File: src/point_segment_distance_unit_defines.svh
// Assertion macros shared by the point-to-segment distance RTL.
`ifndef POINT_SEGMENT_DISTANCE_UNIT_DEFINES_SVH
`define POINT_SEGMENT_DISTANCE_UNIT_DEFINES_SVH

// Same-cycle implication, checked on clk, masked during reset.
`define PSD_ASSERT_IMP(lbl, ante, cons) \
  lbl: assert property (@(posedge clk) disable iff (rst) (ante) |-> (cons)) \
    else $error("psd: same-cycle check failed");

// Next-cycle implication, checked on clk, masked during reset.
`define PSD_ASSERT_NEXT(lbl, ante, cons) \
  lbl: assert property (@(posedge clk) disable iff (rst) (ante) |=> (cons)) \
    else $error("psd: next-cycle check failed");

`endif

File: src/psd_sqrt.sv
// Pipelined integer square root, one root bit per stage.
module psd_sqrt #(
  parameter int RADW   = 49,
  parameter int SIDE_W = 2
) (
  input  logic                   clk,
  input  logic                   rst,
  input  logic                   adv,
  input  logic                   in_vld,
  input  logic [RADW-1:0]        rad,
  input  logic [SIDE_W-1:0]      side_in,
  output logic                   out_vld,
  output logic [(RADW+1)/2-1:0]  root,
  output logic [SIDE_W-1:0]      side_out
);

  localparam int SW = (RADW + 1) / 2;
  localparam int RE = 2 * SW;

  logic              vld  [SW];
  logic [SW:0]       rem  [SW];
  logic [SW-1:0]     rt   [SW];
  logic [RE-1:0]     word [SW];
  logic [SIDE_W-1:0] side [SW];

  for (genvar k = 0; k < SW; k++) begin : g_stg
    logic              src_vld;
    logic [SW:0]       src_rem;
    logic [SW-1:0]     src_rt;
    logic [RE-1:0]     src_word;
    logic [SIDE_W-1:0] src_side;
    logic [SW+2:0]     t;
    logic [SW+2:0]     trial;
    logic              ge;
    logic [SW+2:0]     diff;

    if (k == 0) begin : g_first
      assign src_vld  = in_vld;
      assign src_rem  = '0;
      assign src_rt   = '0;
      assign src_word = RE'(rad);
      assign src_side = side_in;
    end else begin : g_rest
      assign src_vld  = vld[k-1];
      assign src_rem  = rem[k-1];
      assign src_rt   = rt[k-1];
      assign src_word = word[k-1];
      assign src_side = side[k-1];
    end

    assign t     = {src_rem, src_word[RE-1:RE-2]};
    assign trial = {1'b0, src_rt, 2'b01};
    assign ge    = t >= trial;
    assign diff  = t - trial;

    always_ff @(posedge clk) begin
      if (rst) begin
        vld[k] <= 1'b0;
      end else if (adv) begin
        vld[k] <= src_vld;
      end
      if (adv) begin
        // remainder stays at most twice the partial root
        rem[k]  <= ge ? diff[SW:0] : t[SW:0];
        rt[k]   <= {src_rt[SW-2:0], ge};
        word[k] <= {src_word[RE-3:0], 2'b00};
        side[k] <= src_side;
      end
    end
  end

  assign out_vld  = vld[SW-1];
  assign root     = rt[SW-1];
  assign side_out = side[SW-1];

endmodule

File: config.mk
export PLATFORM = sky130hd
export DESIGN_NAME = psd_sqrt
export DESIGN_NICKNAME = d
export VERILOG_FILES = /design/src/point_segment_distance_unit_defines.svh /design/src/psd_sqrt.sv
export SDC_FILE = /design/constraint.sdc
export NUM_CORES = 2
export LEC_CHECK = 0
export ABC_CLOCK_PERIOD_IN_PS = 3650
export BUFFER_PORTS_ARGS = -buffer_cell sky130_fd_sc_hd__buf_2
export CORE_UTILIZATION = 50
export CTS_CLUSTER_SIZE = 40
export DETAILED_ROUTE_END_ITERATION = 12
export GPL_TIMING_DRIVEN = 0
export PLACE_DENSITY = 0.67
export RECOVER_POWER = 100
export SYNTH_ARGS = -nofsm -noshare
export SYNTH_HDL_FRONTEND = slang
export SYNTH_SLANG_ARGS = --single-unit
File: constraint.sdc
create_clock -name clk -period 3.65 [get_ports clk]
set_input_delay 0.1825 -clock clk [delete_from_list [all_inputs] [get_ports clk]]
set_output_delay 0.1825 -clock clk [all_outputs]
set_load 0.01 [all_outputs]
==> impl_metrics.env <==
export IMPL_place_gp_congestion=0.852
export IMPL_grt_usage_pct=18.3
export IMPL_synthTopCellsByArea="edfxtp_1 66%, ha_1 6.1%, xnor2_1 3.2%, xor2_1 2.6%, inv_1 2.3%"
export IMPL_r2r_end="rem[2][142]"
export IMPL_ir_drop_uv=473
export IMPL_ys_warn_count=0
export IMPL_switching_power_mw=13.1
export IMPL_antenna_found_initial=2
export IMPL_vias=41600
export IMPL_wl_per_cell_um=17.1
export IMPL_worstPathRequired_ps=4180
export IMPL_crit_fanout=10
export IMPL_chipWidth_um=382
export IMPL_cts_buffers=165
export IMPL_yosysMostFrequentCell="edfxtp_1"
export IMPL_p_per_area_nw_per_um2=603
export IMPL_power_frac_seq_pct=49.1
export IMPL_antennaDiodeCount=0
export IMPL_fin_crit_sh_pct=96.9
export IMPL_area_growth_pct=12.8
export IMPL_fin_skew_ps=45.4
export IMPL_status="finished, violations left"
export IMPL_yosys_top_cells_count="1584 x edfxtp_1, 435 x inv_1, 366 x nand2_1, 350 x ha_1, 302 x nor2_1"
export IMPL_viasPerCell=5.37
export IMPL_dp_slack_ps=-1000
export IMPL_overflow=0
export IMPL_max_freq_mhz=283
export IMPL_fin_crit_ps=3540
export IMPL_cts_buffer_depth=3
export IMPL_regToRegSetupSlack_ps=110
export IMPL_syn_inst=5390
export IMPL_end_kind="register"
export IMPL_holdPathEnd="word[0][23]"
export IMPL_hp_class="input port to register"
export IMPL_slew_headroom_pct=-54.3
export IMPL_hold_start="rad[23]"
export IMPL_setup_viol=0
export IMPL_whs_path_depth=2
export IMPL_routed_wl_um=132000
export IMPL_hold_viol_final=0
export IMPL_die_h_um=382
export IMPL_hpwlAfterDp_um=94600
export IMPL_dpl_cell_count=7371
export IMPL_arrival_ps=4070
export IMPL_rsz0062_at_grt="true"
export IMPL_drive_above_1_share_pct=7.71
export IMPL_die_area_um2=146000
export IMPL_rows=138
export IMPL_maxCapViolCount=3
export IMPL_synth_edf_count=1584
export IMPL_initial_core_util_pct=50.6
export IMPL_finalMaxSlewViolations=384
export IMPL_ys_ff_latch=1584
export IMPL_io_buffers=82
export IMPL_clock_latency_ps=810
export IMPL_core_um2=142000
export IMPL_rr_worst_depth=10
export IMPL_cts_clk_slew_worst_paths_ps=60
export IMPL_violations="capacitance limit, slew limit"
export IMPL_cts_sinks=1584
export IMPL_clkPwrFrac_pct=33.4
export IMPL_pwr_share_comb_pct=17.4
export IMPL_r2r_start="word[5][46]"
export IMPL_worst_slack_ps=113
export IMPL_fin_util_pct=57.1
export IMPL_firstDrtPassIters=9
export IMPL_cts_tree="built"
export IMPL_setup_worst_path_class="register to register"
export IMPL_syn_area_um2=72100
export IMPL_worst_pin_slew_ps=2310
export IMPL_hold_slack_ps=69.4
export IMPL_yosys_area_top_type="edfxtp_1"
export IMPL_drc=0
export IMPL_nets=6121
export IMPL_yosysTopAreaCellShare_pct=66.0
export IMPL_synth_avg_cell_area_um2=13.4
export IMPL_root_buffer="clkbuf_16"
export IMPL_finalPower_mw=49.0
export IMPL_p_leak_nw=30.9
export IMPL_postRouteAntennaNets=0
export IMPL_grt_pass1_vias=41300
export IMPL_grt_pass1_wl_um=213000
export IMPL_grt_start_max_net_pins=184
export IMPL_instances_no_fill=7742
export IMPL_ctsHtreeMaxLevel=4
export IMPL_syn_nets=5795
export IMPL_start_kind="register"
export IMPL_drtIter0Drc=2594
export IMPL_ys_types=88
export IMPL_ys_seq_area_share_pct=66.0
export IMPL_ioPinCount=83
export IMPL_p_sw_share_pct=26.8
export IMPL_internal_power_mw=35.9
export IMPL_async_flop_share_pct=0
export IMPL_synth_ff_type="edfxtp_1"
[area by class of cell]
| cell class | instances | area (um^2) |
|---|---|---|
| fill | 11500 | 61000 |
| buffer | 82 | 363 |
| multi-input combinational | 3283 | 22700 |
| clock buffer | 202 | 4270 |
| clock inverter | 101 | 1140 |
| inverter | 438 | 1650 |
| sequential | 1584 | 47600 |
| tap | 1890 | 2360 |
| timing repair buffer | 162 | 1230 |
[registers in the layout, summed over array words and instances (netlist names)]
name  cells
side     50
vld      25
word    600
rem     584
rt      325
[layout by cell type, fill, tap and decap left out, types with 165 or more instances in the layout]
| cell type | n |
|---|---|
| edfxtp_1 | 1584 |
| ha_1 | 349 |
| xnor2_1 | 261 |
| xor2_1 | 214 |
| nand2_1 | 366 |
| a21oi_1 | 286 |
| inv_1 | 435 |
| o21ai_0 | 273 |
| clkbuf_16 | 165 |
| nor2_1 | 302 |
[logic make-up (layout without fill, tap and decap cells)]
kind of cell	after synthesis	in the layout	share of synthesized area, %
flip-flops	1584	1584	66.0
AND/OR/NAND/NOR	1358	1358	9.39
AO/OA/AOI/OAI	1044	1044	9.13
buffers and inverters	523	985	2.77
XOR/XNOR	475	475	5.77
adder cells (fa/ha/maj)	350	350	6.08
multiplexers	55	55	0.837
other	1	1	0.00520
[per-layer routing]
metal	routed length [um]	vias to the layer above	track usage, %
met3	5180	277	3.17
met1	56300	20000	22.6
met5	13	-	0
li1	-	20600	-
met2	66100	719	31.6
met4	4700	2	7.55
[power groups by stage]
stage	Combinational [mW]	Clock (mW)	Sequential, mW
2_1_floorplan	6.24	0	23.9
3_3_place_gp	8.18	0	25.2
3_5_place_dp	8.32	0	24.4
4_1_cts	8.51	16.9	24.1
5_1_grt	9.56	17.6	24.3
6_report	8.54	16.4	24.1
[worst max-delay path by stage]
stage                     start     endpoint  depth (start not counted)
floorplan           rem[2][159]  rem[2][207]                         10
global placement            adv      vld[12]                          2
detailed placement  word[5][46]  rem[2][142]                         10
CTS                   rt[1][50]    rt[1][75]                         10
global route         rem[2][80]  rem[2][127]                         11
finish              word[5][46]  rem[2][142]                         10
[worst max-delay path: stages, from the launching register on]
cell       delay [ps]
edfxtp_1          590
inv_1             140
ha_1              250
nor2b_1           180
o2111ai_1         200
a31oi_2           330
nor4_1            180
o31ai_4           490
clkbuf_2          410
clkbuf_2          370
a21oi_1           140
[stage by stage]
stage               setup TNS [ps]  cell area [um^2]
finish                           0             81300
global route                 -35.7             81300
CTS                              0             81300
detailed placement          -52450             75100
global placement                 -             74800
floorplan                        0             72100
[repair_timing]
item / CTS / global route
pin swaps: 3 / 1
buffers inserted: 7 / 3
hold buffers: 61 / 0
resized for setup: 34 / 59
hold endpoints to repair: 220 / 0
endpoints found under the setup margin: 187 / 168
Power figures use the tool's default switching activity.
